## src/hdl/lfpd_pkg.sv

```systemverilog
// Shared constants, register codes and the servo mapping for the line-follow PID drive.
// No dependencies; every other file imports it.
package lfpd_pkg;

	localparam int SENSOR_W   = 8;
	localparam int SPEED_W    = 8;
	localparam int CODE_W     = 8;
	localparam int GAIN_W     = 16;
	localparam int BASE_W     = 8;
	localparam int CFG_DATA_W = 16;
	localparam int CFG_IDX_W  = 2;
	localparam int FRAC_BITS  = 12;

	localparam int DEF_HISTORY_DEPTH = 5;
	localparam int DEF_SENSOR_BITS   = 8;

	localparam int SPEED_LIMIT   = 100;
	localparam int SERVO_CENTER  = 127;
	localparam int RECIP_10      = 205;
	localparam int RECIP_10_SHIFT = 11;

	localparam logic signed [BASE_W-1:0] BASE_SPEED_RST = 8'sd45;
	localparam logic [GAIN_W-1:0]        GAIN_P_RST     = 16'd819;
	localparam logic [GAIN_W-1:0]        GAIN_I_RST     = 16'd205;
	localparam logic [GAIN_W-1:0]        GAIN_D_RST     = 16'd410;

	localparam logic signed [SPEED_W-1:0] SPEED_MAX = SPEED_W'(SPEED_LIMIT);
	localparam logic signed [SPEED_W-1:0] SPEED_MIN = -SPEED_W'(SPEED_LIMIT);

	typedef enum logic [CFG_IDX_W-1:0] {
		REG_BASE_SPEED = 2'd0,
		REG_GAIN_P     = 2'd1,
		REG_GAIN_I     = 2'd2,
		REG_GAIN_D     = 2'd3
	} cfg_reg_t;

	// (s*3)/10 + 127, truncated toward zero
	function automatic logic [CODE_W-1:0] servo_code(input logic signed [SPEED_W-1:0] s);
		logic [SPEED_W-1:0] mag;
		logic [15:0]        prod;
		logic [CODE_W-1:0]  q;
		mag  = s[SPEED_W-1] ? SPEED_W'(-s) : SPEED_W'(s);
		prod = 16'(mag) * 16'(3 * RECIP_10);
		q    = CODE_W'(prod >> RECIP_10_SHIFT);
		return s[SPEED_W-1] ? CODE_W'(SERVO_CENTER) - q : CODE_W'(SERVO_CENTER) + q;
	endfunction

endpackage

```

## src/hdl/lfpd_ifs.sv

```systemverilog
// Valid/ready channel interfaces: sensor sample pairs in, drive speeds and servo codes out.
// Depends on lfpd_pkg.
interface lfpd_sensor_if import lfpd_pkg::*; ();
	logic                valid;
	logic                ready;
	logic [SENSOR_W-1:0] left_reading;
	logic [SENSOR_W-1:0] right_reading;

	modport source(output valid, left_reading, right_reading, input ready);
	modport sink(input valid, left_reading, right_reading, output ready);
endinterface

interface lfpd_drive_if import lfpd_pkg::*; ();
	logic                      valid;
	logic                      ready;
	logic signed [SPEED_W-1:0] left_speed;
	logic signed [SPEED_W-1:0] right_speed;
	logic [CODE_W-1:0]         left_servo_code;
	logic [CODE_W-1:0]         right_servo_code;

	modport source(output valid, left_speed, right_speed, left_servo_code, right_servo_code,
		input ready);
	modport sink(input valid, left_speed, right_speed, left_servo_code, right_servo_code,
		output ready);
endinterface

```

## src/hdl/line_follow_pid_drive_top.sv

```systemverilog
// Top level of the line-follow PID drive: error history, PID terms, saturation, servo codes.
// Depends on lfpd_pkg and the channel interfaces in lfpd_ifs.sv.
//
// One sensor beat is taken per clock while stage one can advance, and it leaves as a drive
// beat at the end of the eight-stage pipeline (history update, gain multiplies, reciprocal
// multiply for the history average, its correction, term sum, side sums, saturation, servo
// mapping). Each stage stalls only when the stage after it is full and stalled, so bubbles
// are squeezed out and beats move on into empty stages while a finished result waits at
// the output. The history sum is kept as a running total, updated as each beat enters.
// Configuration writes take effect at once and belong in idle periods only.
module line_follow_pid_drive_top import lfpd_pkg::*; #(
	parameter int HISTORY_DEPTH = DEF_HISTORY_DEPTH,
	parameter int SENSOR_BITS   = DEF_SENSOR_BITS
) (
	input  logic                  clk,
	input  logic                  arst_n,
	input  logic                  cfg_wr_en,
	input  logic [CFG_IDX_W-1:0]  cfg_index,
	input  logic [CFG_DATA_W-1:0] cfg_wr_data,
	lfpd_sensor_if.sink           sensor,
	lfpd_drive_if.source          drive
);

	localparam int EB     = (SENSOR_BITS < SENSOR_W) ? SENSOR_BITS : SENSOR_W;
	localparam int ERR_W  = EB + 1;
	localparam int SUM_W  = ERR_W + $clog2(HISTORY_DEPTH);
	localparam int A_W    = GAIN_W + SUM_W - 1;
	localparam int P_W    = GAIN_W + 1 + ERR_W;
	localparam int I_W    = GAIN_W + 2 + ERR_W;
	localparam int MX1    = (A_W + 1 > I_W) ? A_W + 1 : I_W;
	localparam int MX2    = (MX1 > BASE_W + FRAC_BITS) ? MX1 : BASE_W + FRAC_BITS;
	localparam int Q_W    = MX2 + 3;
	localparam int NSTAGE = 8;

	localparam logic [A_W:0]   RECIP   = (A_W + 1)'((64'd1 << A_W) / HISTORY_DEPTH);
	localparam logic [A_W-1:0] DEPTH_K = A_W'(HISTORY_DEPTH);
	localparam logic signed [Q_W-1:0] SAT_HI = Q_W'((SPEED_LIMIT + 1) * (1 << FRAC_BITS));
	localparam logic signed [Q_W-1:0] SAT_LO = -SAT_HI;

	function automatic logic signed [SPEED_W-1:0] sat_speed(input logic signed [Q_W-1:0] q);
		logic signed [Q_W-1:0]     fl;
		logic signed [SPEED_W-1:0] s;
		fl = q >>> FRAC_BITS;
		s  = SPEED_W'(fl);
		if (q[Q_W-1] && (q[FRAC_BITS-1:0] != '0))
			s = s + SPEED_W'(1);
		if (q >= SAT_HI)
			s = SPEED_MAX;
		else if (q <= SAT_LO)
			s = SPEED_MIN;
		return s;
	endfunction

	logic signed [BASE_W-1:0] base_speed_q;
	logic [GAIN_W-1:0]        gain_p_q, gain_i_q, gain_d_q;

	logic [NSTAGE:1] vld_q;
	logic [NSTAGE:1] en;

	logic signed [ERR_W-1:0] hist_q [HISTORY_DEPTH];
	logic signed [SUM_W-1:0] sum_q;

	logic signed [ERR_W-1:0] err;
	logic signed [ERR_W:0]   esum;
	logic signed [SUM_W-1:0] sum_nxt;
	logic accept;

	logic signed [ERR_W-1:0] err_s1;
	logic signed [ERR_W:0]   esum_s1;
	logic signed [SUM_W-1:0] sum_s1;

	logic [SUM_W-2:0]     sabs;
	logic signed [P_W-1:0] p_s2, p_s3, p_s4;
	logic signed [I_W-1:0] i_s2, i_s3, i_s4;
	logic [A_W-1:0]        dabs_s2, dabs_s3;
	logic                  dneg_s2, dneg_s3;

	logic [2*A_W:0]        prod;
	logic [A_W-1:0]        q0_s3;
	logic [A_W-1:0]        rem;
	logic [A_W-1:0]        qf;
	logic signed [Q_W-1:0] dterm_s4;
	logic signed [Q_W-1:0] t_s5;
	logic signed [Q_W-1:0] bterm;
	logic signed [Q_W-1:0] lq_s6, rq_s6;
	logic signed [SPEED_W-1:0] ls_s7, rs_s7;
	logic signed [SPEED_W-1:0] ls_s8, rs_s8;
	logic [CODE_W-1:0]         lcode_s8, rcode_s8;

	// configuration registers
	always_ff @(posedge clk or negedge arst_n) begin
		if (!arst_n) begin
			base_speed_q <= BASE_SPEED_RST;
			gain_p_q     <= GAIN_P_RST;
			gain_i_q     <= GAIN_I_RST;
			gain_d_q     <= GAIN_D_RST;
		end else if (cfg_wr_en) begin
			unique case (cfg_reg_t'(cfg_index))
				REG_BASE_SPEED: base_speed_q <= cfg_wr_data[BASE_W-1:0];
				REG_GAIN_P:     gain_p_q     <= cfg_wr_data[GAIN_W-1:0];
				REG_GAIN_I:     gain_i_q     <= cfg_wr_data[GAIN_W-1:0];
				REG_GAIN_D:     gain_d_q     <= cfg_wr_data[GAIN_W-1:0];
			endcase
		end
	end

	// stage enables: advance when empty or when the next stage advances
	always_comb begin
		en[NSTAGE] = !vld_q[NSTAGE] || drive.ready;
		for (int k = NSTAGE - 1; k >= 1; k--)
			en[k] = !vld_q[k] || en[k+1];
	end

	assign sensor.ready = en[1];
	assign accept       = sensor.valid && en[1];

	always_ff @(posedge clk or negedge arst_n) begin
		if (!arst_n) begin
			vld_q <= '0;
		end else begin
			if (en[1])
				vld_q[1] <= sensor.valid;
			for (int k = 2; k <= NSTAGE; k++)
				if (en[k])
					vld_q[k] <= vld_q[k-1];
		end
	end

	assign err     = $signed({1'b0, sensor.left_reading[EB-1:0]})
		- $signed({1'b0, sensor.right_reading[EB-1:0]});
	assign esum    = (ERR_W + 1)'(err) + (ERR_W + 1)'(hist_q[0]);
	assign sum_nxt = sum_q + SUM_W'(err) - SUM_W'(hist_q[HISTORY_DEPTH-1]);

	// error history and its running sum
	always_ff @(posedge clk or negedge arst_n) begin
		if (!arst_n) begin
			for (int k = 0; k < HISTORY_DEPTH; k++)
				hist_q[k] <= '0;
			sum_q <= '0;
		end else if (accept) begin
			for (int k = HISTORY_DEPTH - 1; k > 0; k--)
				hist_q[k] <= hist_q[k-1];
			hist_q[0] <= err;
			sum_q     <= sum_nxt;
		end
	end

	always_ff @(posedge clk) begin
		if (en[1]) begin
			err_s1  <= err;
			esum_s1 <= esum;
			sum_s1  <= sum_nxt;
		end
	end

	assign sabs = sum_s1[SUM_W-1] ? (SUM_W-1)'(-sum_s1) : (SUM_W-1)'(sum_s1);

	always_ff @(posedge clk) begin
		if (en[2]) begin
			p_s2    <= $signed({1'b0, gain_p_q}) * P_W'(err_s1);
			i_s2    <= $signed({1'b0, gain_i_q}) * I_W'(esum_s1);
			dabs_s2 <= A_W'(gain_d_q) * A_W'(sabs);
			dneg_s2 <= sum_s1[SUM_W-1];
		end
	end

	assign prod = (2*A_W + 1)'(dabs_s2) * (2*A_W + 1)'(RECIP);

	always_ff @(posedge clk) begin
		if (en[3]) begin
			q0_s3   <= prod[2*A_W-1:A_W];
			dabs_s3 <= dabs_s2;
			dneg_s3 <= dneg_s2;
			p_s3    <= p_s2;
			i_s3    <= i_s2;
		end
	end

	assign rem = dabs_s3 - A_W'(q0_s3 * DEPTH_K);
	assign qf  = (rem >= DEPTH_K) ? q0_s3 + A_W'(1) : q0_s3;

	always_ff @(posedge clk) begin
		if (en[4]) begin
			dterm_s4 <= dneg_s3 ? -Q_W'(qf) : Q_W'(qf);
			p_s4     <= p_s3;
			i_s4     <= i_s3;
		end
	end

	always_ff @(posedge clk) begin
		if (en[5])
			t_s5 <= Q_W'(p_s4) + Q_W'(i_s4) + dterm_s4;
	end

	assign bterm = Q_W'(base_speed_q) <<< FRAC_BITS;

	always_ff @(posedge clk) begin
		if (en[6]) begin
			lq_s6 <= bterm + t_s5;
			rq_s6 <= bterm - t_s5;
		end
	end

	always_ff @(posedge clk) begin
		if (en[7]) begin
			ls_s7 <= sat_speed(lq_s6);
			rs_s7 <= sat_speed(rq_s6);
		end
	end

	always_ff @(posedge clk) begin
		if (en[8]) begin
			ls_s8    <= ls_s7;
			rs_s8    <= rs_s7;
			lcode_s8 <= servo_code(ls_s7);
			rcode_s8 <= servo_code(-rs_s7);
		end
	end

	assign drive.valid            = vld_q[NSTAGE];
	assign drive.left_speed       = ls_s8;
	assign drive.right_speed      = rs_s8;
	assign drive.left_servo_code  = lcode_s8;
	assign drive.right_servo_code = rcode_s8;

endmodule
```

## src/flat_wrapper.sv

```systemverilog
// flat-port wrapper written by rule: the top's interface ports become plain ports
module line_follow_pid_drive_top_flat import lfpd_pkg::*;
#(
	parameter int HISTORY_DEPTH = DEF_HISTORY_DEPTH,
	parameter int SENSOR_BITS   = DEF_SENSOR_BITS
)
  (clk, arst_n, cfg_wr_en, cfg_index, cfg_wr_data, sensor_valid, sensor_left_reading, sensor_right_reading, sensor_ready, drive_valid, drive_left_speed, drive_right_speed, drive_left_servo_code, drive_right_servo_code, drive_ready);
  lfpd_sensor_if sensor_i ();
  lfpd_drive_if drive_i ();
  input  logic clk;
  input  logic arst_n;
  input  logic cfg_wr_en;
  input  logic [CFG_IDX_W-1:0] cfg_index;
  input  logic [CFG_DATA_W-1:0] cfg_wr_data;
  input wire logic [$bits(sensor_i.valid)-1:0] sensor_valid;
  input wire logic [$bits(sensor_i.left_reading)-1:0] sensor_left_reading;
  input wire logic [$bits(sensor_i.right_reading)-1:0] sensor_right_reading;
  output wire logic [$bits(sensor_i.ready)-1:0] sensor_ready;
  output wire logic [$bits(drive_i.valid)-1:0] drive_valid;
  output wire logic [$bits(drive_i.left_speed)-1:0] drive_left_speed;
  output wire logic [$bits(drive_i.right_speed)-1:0] drive_right_speed;
  output wire logic [$bits(drive_i.left_servo_code)-1:0] drive_left_servo_code;
  output wire logic [$bits(drive_i.right_servo_code)-1:0] drive_right_servo_code;
  input wire logic [$bits(drive_i.ready)-1:0] drive_ready;
  assign sensor_i.valid = sensor_valid;
  assign sensor_i.left_reading = sensor_left_reading;
  assign sensor_i.right_reading = sensor_right_reading;
  assign sensor_ready = sensor_i.ready;
  assign drive_valid = drive_i.valid;
  assign drive_left_speed = drive_i.left_speed;
  assign drive_right_speed = drive_i.right_speed;
  assign drive_left_servo_code = drive_i.left_servo_code;
  assign drive_right_servo_code = drive_i.right_servo_code;
  assign drive_i.ready = drive_ready;
  line_follow_pid_drive_top #(.HISTORY_DEPTH(HISTORY_DEPTH), .SENSOR_BITS(SENSOR_BITS)) u_core (.clk(clk), .arst_n(arst_n), .cfg_wr_en(cfg_wr_en), .cfg_index(cfg_index), .cfg_wr_data(cfg_wr_data), .sensor(sensor_i), .drive(drive_i));
endmodule
```

## config.mk

```make
export PLATFORM = sky130hd
export DESIGN_NAME = line_follow_pid_drive_top_flat
export DESIGN_NICKNAME = d
export VERILOG_FILES = /design/src/hdl/lfpd_pkg.sv /design/src/hdl/lfpd_ifs.sv /design/src/hdl/line_follow_pid_drive_top.sv /design/src/flat_wrapper.sv
export SDC_FILE = /design/constraint.sdc
export NUM_CORES = 2
export LEC_CHECK = 0
export BUFFER_PORTS_ARGS = -buffer_cell sky130_fd_sc_hd__buf_2
export CAP_MARGIN = 10
export CORE_ASPECT_RATIO = 1.25
export CORE_MARGIN = 8
export CORE_UTILIZATION = 43
export CTS_CLUSTER_DIAMETER = 60
export CTS_CLUSTER_SIZE = 30
export DETAILED_ROUTE_END_ITERATION = 8
export MAX_ROUTING_LAYER = met4
export SYNTH_ARGS = -nofsm -noshare
export SYNTH_HDL_FRONTEND = slang
export SYNTH_SLANG_ARGS = --single-unit
```

## constraint.sdc

```tcl
create_clock -name clk -period 11.4 [get_ports clk]
set_clock_uncertainty 0.05 [all_clocks]
set_input_delay 2.28 -clock clk [delete_from_list [all_inputs] [get_ports clk]]
set_output_delay 2.28 -clock clk [all_outputs]
set_load 0.01 [all_outputs]
```

==> impl_metrics.yaml <==
synthesis:
  async_flop_share: 0.215
  synth.largest_area_cell: "edfxtp_1"
  netlist_area_sq_um: 57400
  synth-compound-area-share: 0.0742
  synth_common_cells: "982 x inv_1, 711 x ha_1, 653 x fa_1"
  ys_seq_area_frac: 0.284
  yosys-top-cells-area: "edfxtp_1 23%, fa_1 23%, ha_1 16%"
  synth-simple-area-share: 0.113
  synth_ff_type: "edfxtp_1"
  synth_nets: 6807
  synth_top_family_by_area: "adder cells"
  synth_edf_count: 442
  synth.avg_cell_area_sq_um: 10.6
  synthMuxAreaShare: 0.0240
  yosys.area_share.xor_xnor: 0.0483
  yosysTopAreaCellShare: 0.231
  ys_ff_latch: 563
  synth.distinct_cells: 92
  yosysMostFrequentCell: "inv_1"
  yosysWarnings: 0
  syn_inst: 5404
  synth_fa_ha_area_frac: 0.383
global_route:
  grt_pass1_wl_um: 217000
  grt_max_degree: 86
  antenna_found_initial: 7
  track_usage: 0.193
  grt_overflow: 0
  grt_pass1_vias: 39700
placed_design:
  gp_congestion: 0.947
  dp_hpwl_um: 112000
  portBuffers: 72
worst_setup_path:
  critPathRequiredTime_ns: 11.77
  cpMostUsedCell: "fa_1"
  worstPathCellList: "ha_1, inv_1, fa_1, fa_1, fa_1, fa_1, fa_1, fa_1, inv_1, ha_1, a21o_1, a21o_1, a221oi_1, o21ai_0, a211oi_1, o21ai_0, a21oi_1, o22ai_1, nand4_1, a311oi_1, o31ai_1, mux2i_1, nand4_1"
  crit_type: "flip-flop to flip-flop"
  cpPeakStageDelay_ns: 0.67
  setup.worst_path.end_class: "flip-flop"
  slowest_stage: "a211oi_1"
  crit_fanout: 5
  reg2reg_from: "u_core.dabs_s2[19]"
  start_kind: "flip-flop"
  arrival_ns: 8.91
  critPathLaunch: "u_core.dabs_s2[19]"
die:
  die_h_um: 424
  num_io_pins: 73
  die_x_um: 343
  fp.coreArea_sq_um: 133000
  initial_core_util: 0.431
  rows: 150
  dieArea_sq_um: 145000
timing:
  post-route-period-util: 0.750
  slew_headroom: 0.206
  rsz0062_at_grt: "no"
  final_hold_viol_count: 0
  clock.fmax_ghz: 0.117
  period_needed_ns: 8.55
  drv_slew: 0
  setup_tns_ns: 0
  holdWs_ns: 0.363
  setup_violations: 0
  tightestPinTransition_ns: 1.17
clock_network:
  ctsHoldBuffers: 0
  cts_tree: "yes"
  numCtsBuffers: 57
  clock-root-buffer: "clkbuf_16"
  clockBufferDepth: 3
  htree_levels: 2
  clkSinkCount: 563
  clk_latency_ns: 0.67
  clk_pin_slew_ns: 0.08
  post_cts_buffers: 0
  cts_resized: 0
layout:
  drive_gt1_frac: 0.0704
  fill_cells: 12200
  nNetsFinal: 6823
  syn2layout_area_growth_pct: 7.90
drt:
  antenna_left: 0
  via_per_inst: 5.22
  drtPass1Iterations: 7
  drtIter0Drc: 1919
  routedWlPerCell_um: 18.7
  vias: 37700
  postRouteWirelength_um: 135000
  drcViolationCount: 0
outcome:
  outcome: "finished clean"
min_path:
  min_path_type: "flip-flop to flip-flop"
  worstHoldStart: "u_core.i_s2[18]"
run:
  maxCapViolations: 0
-- cells in the final DEF, fill, tap and decap left out, types with 63 or more instances in the layout --
cell,Yosys,final
nand3_1,73,70
fa_1,653,653
nand2b_1,63,63
nor3_1,97,97
xor2_1,85,85
nand2_1,407,404
ha_1,711,711
xnor2_1,229,221
a21oi_1,189,189
mux2_2,111,111
inv_1,982,983
and2_1,214,214
edfxtp_1,442,442
buf_2,2,71
dfrtp_1,101,101
o21ai_0,98,98
nor2_1,191,191
-- path summary, 6_finish.rpt --
kind | slack, ns | end | cells past startpoint
max in group asynchronous | 8.45 | u_core.vld_q[6] | 2
min in group asynchronous | 1.58 | u_core.gain_d_q[10] | 1
hold / removal | 0.36 | u_core.i_s3[18] | 0
setup / recovery | 2.85 | u_core.q0_s3[24] | 23
setup reg to reg | 2.85 | u_core.q0_s3[24] | 23
hold reg to reg | 0.36 | u_core.i_s3[18] | 0
-- critical path, delay by kind of cell (launching register included) --
kind	cells	cell delay, ns
AOI/OAI and AO/OA	10	3.15
adders and majority gates	8	3.90
buffers and inverters	2	0.19
DFF	1	0.51
muxes	1	0.25
and+or+nand+nor	2	0.26
-- area by class of cell --
class / count / area [sq um] / area share
repair buffers: 88 / 487 / 0.00786
flip-flops and latches: 563 / 16300 / 0.264
well taps: 1748 / 2190 / 0.0353
multi-input cells: 3728 / 37000 / 0.597
clock inverters: 47 / 792 / 0.0128
inverters: 982 / 3690 / 0.0595
clock buffers: 60 / 1460 / 0.0235
diodes: 2 / 5.00 / 0.0000808
-- sequential cells by signal (all words and copies together) (netlist names), 9 cells and up --
name / cells
u_core.dabs_s2: 27
u_core.dabs_s3: 27
u_core.dterm_s4: 31
u_core.err_s1: 9
u_core.esum_s1: 10
u_core.gain_d_q: 16
u_core.gain_i_q: 16
u_core.gain_p_q: 16
u_core.hist_q: 45
u_core.i_s2: 27
u_core.i_s3: 27
u_core.i_s4: 27
u_core.lq_s6: 30
u_core.p_s2: 26
u_core.p_s3: 26
u_core.p_s4: 26
u_core.q0_s3: 25
u_core.rq_s6: 31
u_core.sum_q: 12
u_core.sum_s1: 12
u_core.t_s5: 31
-- cell families (layout without fill, tap and decap cells) --
| group | after synthesis | count (layout) |
|---|---|---|
| multiplexers | 123 | 123 |
| AO/OA/AOI/OAI | 643 | 643 |
| adder cells (fa/ha/maj) | 1364 | 1364 |
| XOR/XNOR | 315 | 315 |
| buffers and inverters | 1113 | 1177 |
| AND/OR/NAND/NOR | 1283 | 1283 |
| other | 0 | 2 |
| flip-flops | 563 | 563 |
-- metal layers --
layer	track usage	up-vias	share of wire
met5	-	-	0
met4	0.0495	0	0.027
met3	0.0166	167	0.033
met2	0.344	727	0.51
met1	0.235	18800	0.43
li1	-	17900	-
-- through the flow --
stage / setup WS [ns] / util / cell area, sq um / instances
floorplan: 0.529 / - / 57400 / 5404
global placement: 2.93 / 0.448 / 59700 / 7109
detailed placement: 2.74 / 0.448 / 59700 / 7109
CTS: 2.73 / 0.465 / 61900 / 7216
global route: 2.32 / 0.465 / 61900 / 7218
finish: 2.85 / 0.465 / 61900 / 7218
Power is not shown: default switching activity piles up to over one toggle a cycle in this logic, so the estimate is an artifact.
